## src/rtl/core/msp_pkg.sv

```systemverilog
`timescale 1ns / 1ps
`default_nettype none
package msp_pkg;

	localparam int MOTORS_DEF = 3;

	localparam int SPEED_W  = 16;
	localparam int SF_W     = 8;
	localparam int POL_W    = 3;
	localparam int PERIOD_W = 16;
	localparam int IDX_W    = 2;
	localparam int DIR_W    = 2;
	localparam int LVL_W    = 3;

	// speed numerator and the widths of the period division
	localparam int          NUM_W     = 17;
	localparam logic [16:0] SPEED_NUM = 17'd100000;
	localparam int          DEN_W     = 25;
	localparam int          DCNT_W    = $clog2(NUM_W + 1);

	localparam int CFG_IDX_W  = 3;
	localparam int CFG_DATA_W = 16;

	localparam logic [CFG_IDX_W-1:0] REG_MAX_SPEED = 3'd0;
	localparam logic [CFG_IDX_W-1:0] REG_MIN_SPEED = 3'd1;
	localparam logic [CFG_IDX_W-1:0] REG_SF0       = 3'd2;
	localparam logic [CFG_IDX_W-1:0] REG_SF1       = 3'd3;
	localparam logic [CFG_IDX_W-1:0] REG_SF2       = 3'd4;
	localparam logic [CFG_IDX_W-1:0] REG_CW_POL    = 3'd5;

	localparam logic [DIR_W-1:0] DIR_CCW = 2'd0;
	localparam logic [DIR_W-1:0] DIR_CW  = 2'd1;

	typedef enum logic [2:0] {
		OP_TICK_ALL    = 3'd0,
		OP_TICK_ONE    = 3'd1,
		OP_SET_SPEED   = 3'd2,
		OP_SET_DIR     = 3'd3,
		OP_ENABLE      = 3'd4,
		OP_DISABLE     = 3'd5,
		OP_ENABLE_ALL  = 3'd6,
		OP_DISABLE_ALL = 3'd7
	} op_t;

	typedef enum logic [1:0] {
		ST_IDLE,
		ST_MUL,
		ST_DIV,
		ST_DONE
	} state_t;

	typedef struct packed {
		logic apply;
		logic mul;
		logic wr_period;
		logic load_out;
	} dp_cmd_t;

	typedef struct packed {
		logic need_div;
		logic div_done;
	} dp_stat_t;

endpackage
`default_nettype wire

```

## src/rtl/core/msp_div.sv

```systemverilog
`timescale 1ns / 1ps
`default_nettype none
module msp_div import msp_pkg::*; (
	input  wire logic                clk,
	input  wire logic                arst_n,
	input  wire logic                start,
	input  wire logic [DEN_W-1:0]    den,
	output logic                     done,
	output logic [PERIOD_W-1:0]      quo
);

	logic              busy_q;
	logic [DCNT_W-1:0] cnt_q;
	logic [DEN_W-1:0]  rem_q;
	logic [DEN_W-1:0]  den_q;
	logic [NUM_W-1:0]  quo_q;
	logic [DEN_W:0]    trial;
	logic [DEN_W:0]    diff;
	logic              ge;

	// restoring division, one quotient bit a cycle
	assign trial = {rem_q, quo_q[NUM_W-1]};
	assign ge    = trial >= {1'b0, den_q};
	assign diff  = trial - {1'b0, den_q};

	always_ff @(posedge clk or negedge arst_n) begin
		if (!arst_n) begin
			busy_q <= 1'b0;
			cnt_q  <= '0;
		end else if (start) begin
			busy_q <= 1'b1;
			cnt_q  <= DCNT_W'(NUM_W);
		end else if (busy_q) begin
			if (cnt_q != '0) begin
				cnt_q <= cnt_q - 1'b1;
			end else begin
				busy_q <= 1'b0;
			end
		end
	end

	always_ff @(posedge clk) begin
		if (start) begin
			rem_q <= '0;
			quo_q <= SPEED_NUM;
			den_q <= den;
		end else if (busy_q && cnt_q != '0) begin
			rem_q <= ge ? diff[DEN_W-1:0] : trial[DEN_W-1:0];
			quo_q <= {quo_q[NUM_W-2:0], ge};
		end
	end

	// a zero divisor leaves all ones in the quotient
	assign done = busy_q && (cnt_q == '0);
	assign quo  = quo_q[PERIOD_W-1:0];

endmodule
`default_nettype wire

```

## src/rtl/core/msp_dpath.sv

```systemverilog
`timescale 1ns / 1ps
`default_nettype none
module msp_dpath import msp_pkg::*; #(
	parameter int MOTORS = MOTORS_DEF
) (
	input  wire logic                  clk,
	input  wire logic                  arst_n,
	input  wire op_t                   in_op,
	input  wire logic [IDX_W-1:0]      in_idx,
	input  wire logic [SPEED_W-1:0]    in_speed,
	input  wire logic [DIR_W-1:0]      in_dir,
	input  wire logic                  cfg_wen,
	input  wire logic [CFG_IDX_W-1:0]  cfg_index,
	input  wire logic [CFG_DATA_W-1:0] cfg_wdata,
	input  wire dp_cmd_t               cmd,
	output dp_stat_t                   stat,
	output logic [LVL_W-1:0]           step_levels,
	output logic [LVL_W-1:0]           dir_levels
);

	localparam int CMP_W = 4;

	logic [SPEED_W-1:0]  max_speed_q;
	logic [SPEED_W-1:0]  min_speed_q;
	logic [SF_W-1:0]     sf0_q;
	logic [SF_W-1:0]     sf1_q;
	logic [SF_W-1:0]     sf2_q;
	logic [POL_W-1:0]    pol_q;

	logic [PERIOD_W-1:0] period_q [MOTORS];
	logic [PERIOD_W-1:0] count_q  [MOTORS];
	logic [MOTORS-1:0]   en_q;
	logic [MOTORS-1:0]   step_q;
	logic [MOTORS-1:0]   dir_q;

	logic [IDX_W-1:0]    idx_q;
	logic [SPEED_W-1:0]  speed_q;
	logic [LVL_W-1:0]    step_out_q;
	logic [LVL_W-1:0]    dir_out_q;

	logic [MOTORS-1:0]   hit_in;
	logic [MOTORS-1:0]   hit_q;
	logic [MOTORS-1:0]   tick_en;
	logic                cw_sel;
	logic [SF_W-1:0]     sf_sel;
	logic [SPEED_W-1:0]  speed_clamp;
	logic [DEN_W-1:0]    den;
	logic [PERIOD_W-1:0] div_quo;
	logic                div_done;
	logic [LVL_W-1:0]    step_now;
	logic [LVL_W-1:0]    dir_now;

	always_comb begin
		for (int i = 0; i < MOTORS; i++) begin
			hit_in[i]  = (CMP_W'(in_idx) == CMP_W'(i));
			hit_q[i]   = (CMP_W'(idx_q) == CMP_W'(i));
			tick_en[i] = cmd.apply && en_q[i] && (period_q[i] != '0) &&
				((in_op == OP_TICK_ALL) || ((in_op == OP_TICK_ONE) && hit_in[i]));
		end
	end

	// motors past the third use polarity 0 and step factor 1
	always_comb begin
		case (in_idx)
			2'd0:    cw_sel = pol_q[0];
			2'd1:    cw_sel = pol_q[1];
			2'd2:    cw_sel = pol_q[2];
			default: cw_sel = 1'b0;
		endcase
	end

	always_comb begin
		case (idx_q)
			2'd0:    sf_sel = sf0_q;
			2'd1:    sf_sel = sf1_q;
			2'd2:    sf_sel = sf2_q;
			default: sf_sel = SF_W'(1);
		endcase
	end

	always_comb begin
		if (speed_q > max_speed_q) begin
			speed_clamp = max_speed_q;
		end else if (speed_q < min_speed_q) begin
			speed_clamp = min_speed_q;
		end else begin
			speed_clamp = speed_q;
		end
	end

	assign den = DEN_W'({sf_sel, 1'b0}) * DEN_W'(speed_clamp);

	msp_div u_div (
		.clk    (clk),
		.arst_n (arst_n),
		.start  (cmd.mul),
		.den    (den),
		.done   (div_done),
		.quo    (div_quo)
	);

	assign stat.need_div = (in_op == OP_SET_SPEED) && (|hit_in);
	assign stat.div_done = div_done;

	always_ff @(posedge clk or negedge arst_n) begin
		if (!arst_n) begin
			max_speed_q <= SPEED_W'(1000);
			min_speed_q <= SPEED_W'(1);
			sf0_q       <= SF_W'(40);
			sf1_q       <= SF_W'(60);
			sf2_q       <= SF_W'(4);
			pol_q       <= '1;
		end else if (cfg_wen) begin
			case (cfg_index)
				REG_MAX_SPEED: max_speed_q <= cfg_wdata;
				REG_MIN_SPEED: min_speed_q <= cfg_wdata;
				REG_SF0:       sf0_q       <= cfg_wdata[SF_W-1:0];
				REG_SF1:       sf1_q       <= cfg_wdata[SF_W-1:0];
				REG_SF2:       sf2_q       <= cfg_wdata[SF_W-1:0];
				REG_CW_POL:    pol_q       <= cfg_wdata[POL_W-1:0];
				default:       ;
			endcase
		end
	end

	always_ff @(posedge clk or negedge arst_n) begin
		if (!arst_n) begin
			for (int i = 0; i < MOTORS; i++) begin
				period_q[i] <= '0;
				count_q[i]  <= '0;
			end
			en_q   <= '0;
			step_q <= '0;
			dir_q  <= '0;
		end else begin
			for (int i = 0; i < MOTORS; i++) begin
				if (tick_en[i]) begin
					// counter wraps at 16 bits if the period dropped below it
					if (count_q[i] + 1'b1 == period_q[i]) begin
						step_q[i]  <= ~step_q[i];
						count_q[i] <= '0;
					end else begin
						count_q[i] <= count_q[i] + 1'b1;
					end
				end
				if (cmd.wr_period && hit_q[i]) begin
					period_q[i] <= div_quo;
				end
				if (cmd.apply) begin
					case (in_op)
						OP_SET_DIR: begin
							if (hit_in[i] && in_dir == DIR_CW) begin
								dir_q[i] <= cw_sel;
							end else if (hit_in[i] && in_dir == DIR_CCW) begin
								dir_q[i] <= ~cw_sel;
							end
						end
						OP_ENABLE: begin
							if (hit_in[i]) begin
								en_q[i] <= 1'b1;
							end
						end
						OP_DISABLE: begin
							if (hit_in[i]) begin
								en_q[i] <= 1'b0;
							end
						end
						OP_ENABLE_ALL:  en_q[i] <= 1'b1;
						OP_DISABLE_ALL: en_q[i] <= 1'b0;
						default:        ;
					endcase
				end
			end
		end
	end

	always_ff @(posedge clk) begin
		if (cmd.apply) begin
			idx_q   <= in_idx;
			speed_q <= in_speed;
		end
		if (cmd.load_out) begin
			step_out_q <= step_now;
			dir_out_q  <= dir_now;
		end
	end

	for (genvar g = 0; g < LVL_W; g++) begin : g_lvl
		if (g < MOTORS) begin : g_on
			assign step_now[g] = step_q[g];
			assign dir_now[g]  = dir_q[g];
		end else begin : g_off
			assign step_now[g] = 1'b0;
			assign dir_now[g]  = 1'b0;
		end
	end

	assign step_levels = step_out_q;
	assign dir_levels  = dir_out_q;

endmodule
`default_nettype wire

```

## src/rtl/core/msp_ctrl.sv

```systemverilog
`timescale 1ns / 1ps
`default_nettype none
module msp_ctrl import msp_pkg::*; (
	input  wire logic     clk,
	input  wire logic     arst_n,
	input  wire logic     in_valid,
	output logic          in_ready,
	output logic          out_valid,
	input  wire logic     out_ready,
	input  wire dp_stat_t stat,
	output dp_cmd_t       cmd
);

	state_t state_q;
	state_t state_next;
	logic   out_valid_q;
	logic   slot_free;

	assign slot_free = !out_valid_q || out_ready;

	always_comb begin
		state_next = state_q;
		case (state_q)
			ST_IDLE: begin
				if (in_valid) begin
					state_next = stat.need_div ? ST_MUL : ST_DONE;
				end
			end
			ST_MUL:  state_next = ST_DIV;
			ST_DIV: begin
				if (stat.div_done) begin
					state_next = ST_DONE;
				end
			end
			ST_DONE: begin
				if (slot_free) begin
					state_next = ST_IDLE;
				end
			end
			default: state_next = ST_IDLE;
		endcase
	end

	always_comb begin
		cmd      = '0;
		in_ready = 1'b0;
		case (state_q)
			ST_IDLE: begin
				in_ready  = 1'b1;
				cmd.apply = in_valid;
			end
			ST_MUL:  cmd.mul = 1'b1;
			ST_DIV:  cmd.wr_period = stat.div_done;
			ST_DONE: cmd.load_out = slot_free;
			default: ;
		endcase
	end

	always_ff @(posedge clk or negedge arst_n) begin
		if (!arst_n) begin
			state_q     <= ST_IDLE;
			out_valid_q <= 1'b0;
		end else begin
			state_q <= state_next;
			if (cmd.load_out) begin
				out_valid_q <= 1'b1;
			end else if (out_ready) begin
				out_valid_q <= 1'b0;
			end
		end
	end

	assign out_valid = out_valid_q;

endmodule
`default_nettype wire

```

## src/rtl/core/multi_stepper_pulse_generator.sv

```systemverilog
// channel   dir  handshake          payload
// s_*       in   s_tvalid/s_tready  s_tuser op, s_tdata motor/speed/dir
// m_*       out  m_tvalid/m_tready  m_tdata step and dir line levels
// cfg_*     in   cfg_wen            cfg_index, cfg_wdata, no read-back
//
// tick, dir and enable commands go from accept straight to the done state, which
// loads the output register once it is free; set speed to a motor first runs a multiply
// state, then the bit-serial period divider works out 17 quotient bits
// a result held in the output register lets one more item in; that item waits
// for the register and keeps s_tready low until m_tready frees it
// arst_n clears the motor state and loads the register reset values
`timescale 1ns / 1ps
`default_nettype none
module multi_stepper_pulse_generator import msp_pkg::*; #(
	parameter int MOTORS = MOTORS_DEF
) (
	input  wire logic                  clk,
	input  wire logic                  arst_n,
	input  wire logic                  s_tvalid,
	output logic                       s_tready,
	input  wire logic [23:0]           s_tdata,   // motor_index, speed_value, dir_value
	input  wire logic [2:0]            s_tuser,   // op
	output logic                       m_tvalid,
	input  wire logic                  m_tready,
	output logic [7:0]                 m_tdata,   // step_levels, dir_levels
	input  wire logic                  cfg_wen,
	input  wire logic [CFG_IDX_W-1:0]  cfg_index,
	input  wire logic [CFG_DATA_W-1:0] cfg_wdata
);

	dp_cmd_t          cmd;
	dp_stat_t         stat;
	logic [LVL_W-1:0] step_levels;
	logic [LVL_W-1:0] dir_levels;

	msp_ctrl u_ctrl (
		.clk       (clk),
		.arst_n    (arst_n),
		.in_valid  (s_tvalid),
		.in_ready  (s_tready),
		.out_valid (m_tvalid),
		.out_ready (m_tready),
		.stat      (stat),
		.cmd       (cmd)
	);

	msp_dpath #(
		.MOTORS (MOTORS)
	) u_dpath (
		.clk         (clk),
		.arst_n      (arst_n),
		.in_op       (op_t'(s_tuser)),
		.in_idx      (s_tdata[1:0]),
		.in_speed    (s_tdata[17:2]),
		.in_dir      (s_tdata[19:18]),
		.cfg_wen     (cfg_wen),
		.cfg_index   (cfg_index),
		.cfg_wdata   (cfg_wdata),
		.cmd         (cmd),
		.stat        (stat),
		.step_levels (step_levels),
		.dir_levels  (dir_levels)
	);

	assign m_tdata = {2'b00, dir_levels, step_levels};

endmodule
`default_nettype wire
```

## config.mk

```make
export PLATFORM = sky130hd
export DESIGN_NAME = multi_stepper_pulse_generator
export DESIGN_NICKNAME = d
export VERILOG_FILES = /design/src/rtl/core/msp_pkg.sv /design/src/rtl/core/msp_div.sv /design/src/rtl/core/msp_dpath.sv /design/src/rtl/core/msp_ctrl.sv /design/src/rtl/core/multi_stepper_pulse_generator.sv
export SDC_FILE = /design/constraint.sdc
export NUM_CORES = 1
export LEC_CHECK = 0
export BUFFER_PORTS_ARGS = -buffer_cell sky130_fd_sc_hd__buf_2
export CORE_ASPECT_RATIO = 1.5
export CORE_MARGIN = 3
export CORE_UTILIZATION = 55
export CTS_BUF_LIST = sky130_fd_sc_hd__clkbuf_16
export CTS_CLUSTER_DIAMETER = 80
export DETAILED_ROUTE_END_ITERATION = 8
export PLACE_DENSITY = 0.84
export SYNTH_ARGS = -nofsm -noshare
export SYNTH_HDL_FRONTEND = slang
export SYNTH_SLANG_ARGS = --single-unit
```

## constraint.sdc

```tcl
create_clock -name clk -period 11 [get_ports clk]
set_input_delay 1.65 -clock clk [delete_from_list [all_inputs] [get_ports clk]]
set_output_delay 1.65 -clock clk [all_outputs]
set_load 0.05 [all_outputs]
```

### Word level (Yosys, flattened, before mapping)

Cells that the tools add are included.

* bits in registers: 263
* output and inout bits: 10
* logic and storage cells: 183

* add/sub/neg operators: 5
* $mul: 1
* order comparisons: 3
* equality and inequality tests: 32
* muxes and demuxes: 41
* bitwise gates (word level): 4
* reduce and logical (&&, ||, !) cells: 65

Operators with widths (number)
* 2-to-1 mux 16 bit: 5
* adder 16 x 1 -> 16 bit, second input constant: 3
* == test 16 bit: 3
* nonzero test 16 bit: 3
* greater-or-equal comparator 26 x 25 -> 1 bit: 1
* 2-to-1 mux 25 bit: 1
* subtractor 25 bit: 1
* logical AND 1 bit: 24
* multiplier 8 x 16 -> 24 bit: 1
* case mux 8 bit (3 select lines): 1
* 2-to-1 mux 1 bit: 22
* AND reduction 2 bit: 10
* == test 3 bit, second input constant: 6
* greater-than comparator 16 bit: 1
* less-than comparator 16 bit: 1
* inequality test 2 x 1 -> 1 bit, second input constant: 8
* 2-to-1 mux 5 bit: 3
* == test 3 x 2 -> 1 bit, second input constant: 4
* case mux 1 bit (4 select lines): 3
* AND reduction 3 bit: 4
* AND reduction 4 bit: 3
* nonzero test 2 bit: 6
* == test 2 x 1 -> 1 bit, second input constant: 4
* == test 2 bit, second input constant: 4
* 15 further kinds: 29

### Longest topological paths before layout

* depth after elaboration: 6
* gate-level depth with buffers: 28

### Hierarchy

Synthesis repeated with hierarchy kept, for this count alone.

* cell total of the unflattened synthesis: 2066
* area, all modules: 19238.5 um2

By module, submodules not included
* msp_dpath: times used 1, cells each 1592, area an instance 14782.9 um2, seq. area each 4845.9 um2
* msp_div: times used 1, cells each 448, area an instance 4205.3 um2, seq. area each 1741.7 um2
* msp_ctrl: times used 1, cells each 23, area an instance 231.5 um2, seq. area each 75.1 um2
* multi_stepper_pulse_generator: times used 1, cells each 3, area an instance 18.8 um2, seq. area each 0.0 um2

### Worst setup path after synthesis

Ideal clock, no wire load.

* path type: register -> register
* start: register u_dpath.max_speed_q[9]
* end: register u_dpath.u_div.den_q[24] (data pin)
* arrival: 6445 ps
* data required time: 10740 ps
* path slack: 4295 ps
* cell stages (with the launch flop): 26
* path through: dfstp_2 > inv_1 > ha_1 > a21o_1 > a21o_1 > a21oi_1 > o211ai_1 > o21a_1 > clkbuf_1 > o31ai_1 > nor2_1 > fa_1 > fa_1 > fa_1 > inv_1 > fa_1 > inv_1 > ha_1 > a21oi_1 > nand2_1 > o21ai_1 > a31oi_1 > a41oi_1 > o211ai_1 > a21oi_1 > xnor2_1

* longest elaborated chain between the ends: 3

Ends and longest elaborated chain
* start, declared: RTL line msp_dpath.sv:23 `logic [SPEED_W-1:0] max_speed_q;`
* start signal, assigned: RTL line msp_dpath.sv:115 `REG_MAX_SPEED: max_speed_q <= cfg_wdata;`
* greater-than comparator 16 bit: RTL line msp_dpath.sv:82 `if (speed_q > max_speed_q) begin`
* 2-to-1 mux 16 bit *: RTL line msp_dpath.sv:82
* multiplier 8 x 16 -> 24 bit *: RTL line msp_dpath.sv:91 `assign den = DEN_W'({sf_sel, 1'b0}) * DEN_W'(speed_clamp);`
* net u_dpath.den[24]: RTL line msp_dpath.sv:47 `logic [DEN_W-1:0] den;`
* end signal, assigned: RTL line msp_div.sv:46 `den_q <= den;`
* end, declared: RTL line msp_div.sv:15 `logic [DEN_W-1:0] den_q;`

The timed path passes the listed nets; every way through them passes the cells marked *.
A chain may end at the register's enable or synchronous reset.

### Final worst setup path

Ends and elaborated chain as after synthesis.

==> run metrics <==
Worst R2R Path Depth 22; synthesized area 18800 sq um; Nets 2288; fillers 2647; Worst setup endpoint u_dpath.u_div.den_q[24]$_DFFE_PP_; Crit path required time 11.31 ns; Reg clk slew, reported paths roughly 0.06 ns; Tcrit/Tclk final 0.720; top cells by area, synth dfrtp_1 21%, fa_1 9.0%, edfxtp_1 7.7%, ha_1 7.2%, mux2_2 4.7%; row count 82; CTS tree built; Final Max Tran Viols 0; Die Span X between 150 and 200 microns; Starting Density 0.561; area of the die ~37000 sq um; routability cong. just over 0.9; r2r setup slk 3.08 ns; Final min period 7.92 ns; largest family of logic cells by synthesized area simple AND/OR/NAND/NOR gates; sequential area share after synthesis 0.352; Vias/cell ~6; initial antenna violation count 0; cts hold-fix bufs 0; Final Hold Violating Endpoints 0; Setup crit start u_dpath.max_speed_q[9]$_DFFE_PN1P_; DRC Markers 0; Longest Clk Path Bufs 3; Max Freq 126 MHz; relative slew slack 0.172; H-tree Lvls 1; Arr. time, crit path 8.23 ns; pin count of the biggest net entering global routing 102; Synth Area in Simple Gates 0.166; Resized cells post-CTS 0; type of the worst setup path reg2reg; CP max FO 17; Async SR Flop Fraction 0.658; Root Buffer clkbuf_16; Routed WL 44300 microns; Seq cells post-synth 263; Commonest cells post-synth 203 x inv_1, 164 x nor2_1, 156 x dfrtp_1, 155 x nand2_1, 108 x ha_1; total negative setup slack 0 ns; endpoint class of the critical path flop; setup repair after global routing missed its margin no; max-cap violations 0; post-synth cell types 88; Final Util 0.610; Synth area leader dfrtp_1; global-route wire length before repair 73300 microns; hold_sp u_dpath.dir_now[2]$_DFFE_PN0P_; startpoint types flop; number of DRC markers in iteration 0 between 900 and 1000; total gr overflow 0; TritonRoute pass-1 iters 5; total CTS buffers 27; Avg Inst Size Synth 9.36 sq um; Vias around 15000; Die H 233 microns; yosys warns 0; r2r endpoint u_dpath.u_div.den_q[24]$_DFFE_PP_; adder-cell share of the synthesized area 0.162; Setup violations, final 0; Post-CTS Repair Setup Buffers 0; most frequent cell after synthesis inv_1; Port Buffers 54; top_reg_cell synth dfrtp_1; diode count 0; r2r startpoint u_dpath.max_speed_q[9]$_DFFE_PN1P_; Clock Skew about 0.023 ns; Synth top area share 0.207; mux contribution to synthesized area 0.0622; TritonCTS Sinks ~260; gr usage total 0.242; post-synthesis xor/xnor area fraction 0.0445; vias in the first global route 15700; Compound-Gate Fraction of Synth Area 0.154; HP Class reg2reg; core area roughly 34000 sq um; EDFF count, synth 48; Clock Latency Late Sink between 0.5 and 0.6 ns; layout cells sized above 1 0.128; Syn Inst Count slightly above 2000; IO Count 61; drt wl/cell 17.8 microns; status finished clean; Least-Margin Pin Slew 1.24 ns; area added between synthesis and finish 8.74%; antenna violation net count after detailed routing 0; HPWL after detailed placement 32800 microns
==> per-layer routing <==
layer,GRT usage,up-vias,part of all wire
met1,0.259,7466,0.37
li1,-,7088,-
met3,0.0275,155,0.042
met5,0,-,0
met2,0.452,460,0.53
met4,0.142,0,0.058
==> state kept, by name, indices dropped and copies added (netlist names), 16 cells and up <==
| name | cells |
|---|---|
| u_dpath.speed_q | 16 |
| u_dpath.u_div.rem_q | 25 |
| u_dpath.period_q | 48 |
| u_dpath.max_speed_q | 16 |
| u_dpath.min_speed_q | 16 |
| u_dpath.count_q | 48 |
| u_dpath.u_div.den_q | 24 |
| u_dpath.u_div.quo_q | 17 |
==> cell type report <==
cell class,instances,area [sq um],area share
multi-input combinational,1466,11100,0.543
sequential,263,6630,0.324
inverter,204,766,0.0374
clock buffer,30,751,0.0367
tap,420,526,0.0257
timing repair buffer,82,487,0.0238
clock inverter,20,189,0.00923
==> logic make-up after synthesis <==
group / count (synthesis)
simple gates: 625
compound gates: 445
buf+inv: 283
flops: 263
fa+ha+maj: 193
mux: 107
xor+xnor: 94
other cells: 1
==> through the flow <==
step	setup WS, ns	hold WS [ns]	area (sq um)	std cells
floorplan	4.29	0.419	18800	2012
global placement	3.16	0.422	19500	2435
detailed placement	3.14	0.440	19500	2435
CTS	3.11	0.454	20500	2485
global route	2.70	0.463	20500	2485
finish	3.08	0.454	20500	2485
==> critical path: stages, from the launching register on <==
cell and delay [ns]:
dfstp_2 0.51, inv_1 0.06, ha_1 0.29, and3_1 0.16
nand4_1 0.20, or3_1 0.71, o21a_1 0.45, o31ai_1 1.00
nand2b_1 0.23, fa_1 0.45, fa_1 0.52, fa_1 0.52
fa_1 0.54, inv_1 0.04, ha_1 0.35, o21a_1 0.13
o31a_1 0.15, o21ai_1 0.31, a31oi_1 0.24, a41oi_1 0.41
o211ai_1 0.14, a21oi_1 0.18, xnor2_1 0.08
==> cell usage in the layout, fill, tap and decap left out, drive strengths merged, types with 6 or more instances in the layout <==
| cell type | n |
|---|---|
| or3 | 15 |
| o21ai | 135 |
| nand3b | 7 |
| inv | 210 |
| nor3 | 30 |
| fa | 85 |
| dfstp | 17 |
| a21oi | 91 |
| and3 | 35 |
| ha | 108 |
| nor2 | 165 |
| clkinv | 11 |
| clkbuf | 30 |
| nand2 | 155 |
| xor2 | 27 |
| or2 | 17 |
| a21boi | 19 |
| mux2i | 28 |
| a21o | 25 |
| buf | 82 |
| dfrtp | 156 |
| o31ai | 24 |
| mux2 | 79 |
| edfxtp | 48 |
| o21a | 23 |
| a22o | 26 |
| and4 | 9 |
| nor4 | 30 |
| nand4 | 34 |
| and2 | 12 |
| a31oi | 15 |
| xnor2 | 66 |
| nor2b | 26 |
| nand2b | 25 |
| o211ai | 23 |
| o21bai | 6 |
| dfxtp | 42 |
| nand3 | 52 |
==> how the worst min path moves through the flow <==
stage / end / slack [ns] / cells past startpoint
floorplan: u_dpath.dir_levels[0]$_DFFE_PP_ / 0.42 / 0
CTS: u_dpath.dir_levels[2]$_DFFE_PP_ / 0.45 / 0
global route: u_dpath.dir_levels[2]$_DFFE_PP_ / 0.46 / 0
finish: u_dpath.dir_levels[2]$_DFFE_PP_ / 0.45 / 0
detailed placement: u_dpath.dir_levels[2]$_DFFE_PP_ / 0.44 / 0
global placement: u_dpath.dir_levels[1]$_DFFE_PP_ / 0.42 / 0
Power is left out: the tool's default activity adds up to more than one toggle a clock period on the data nets, which glitch-free logic cannot reach.
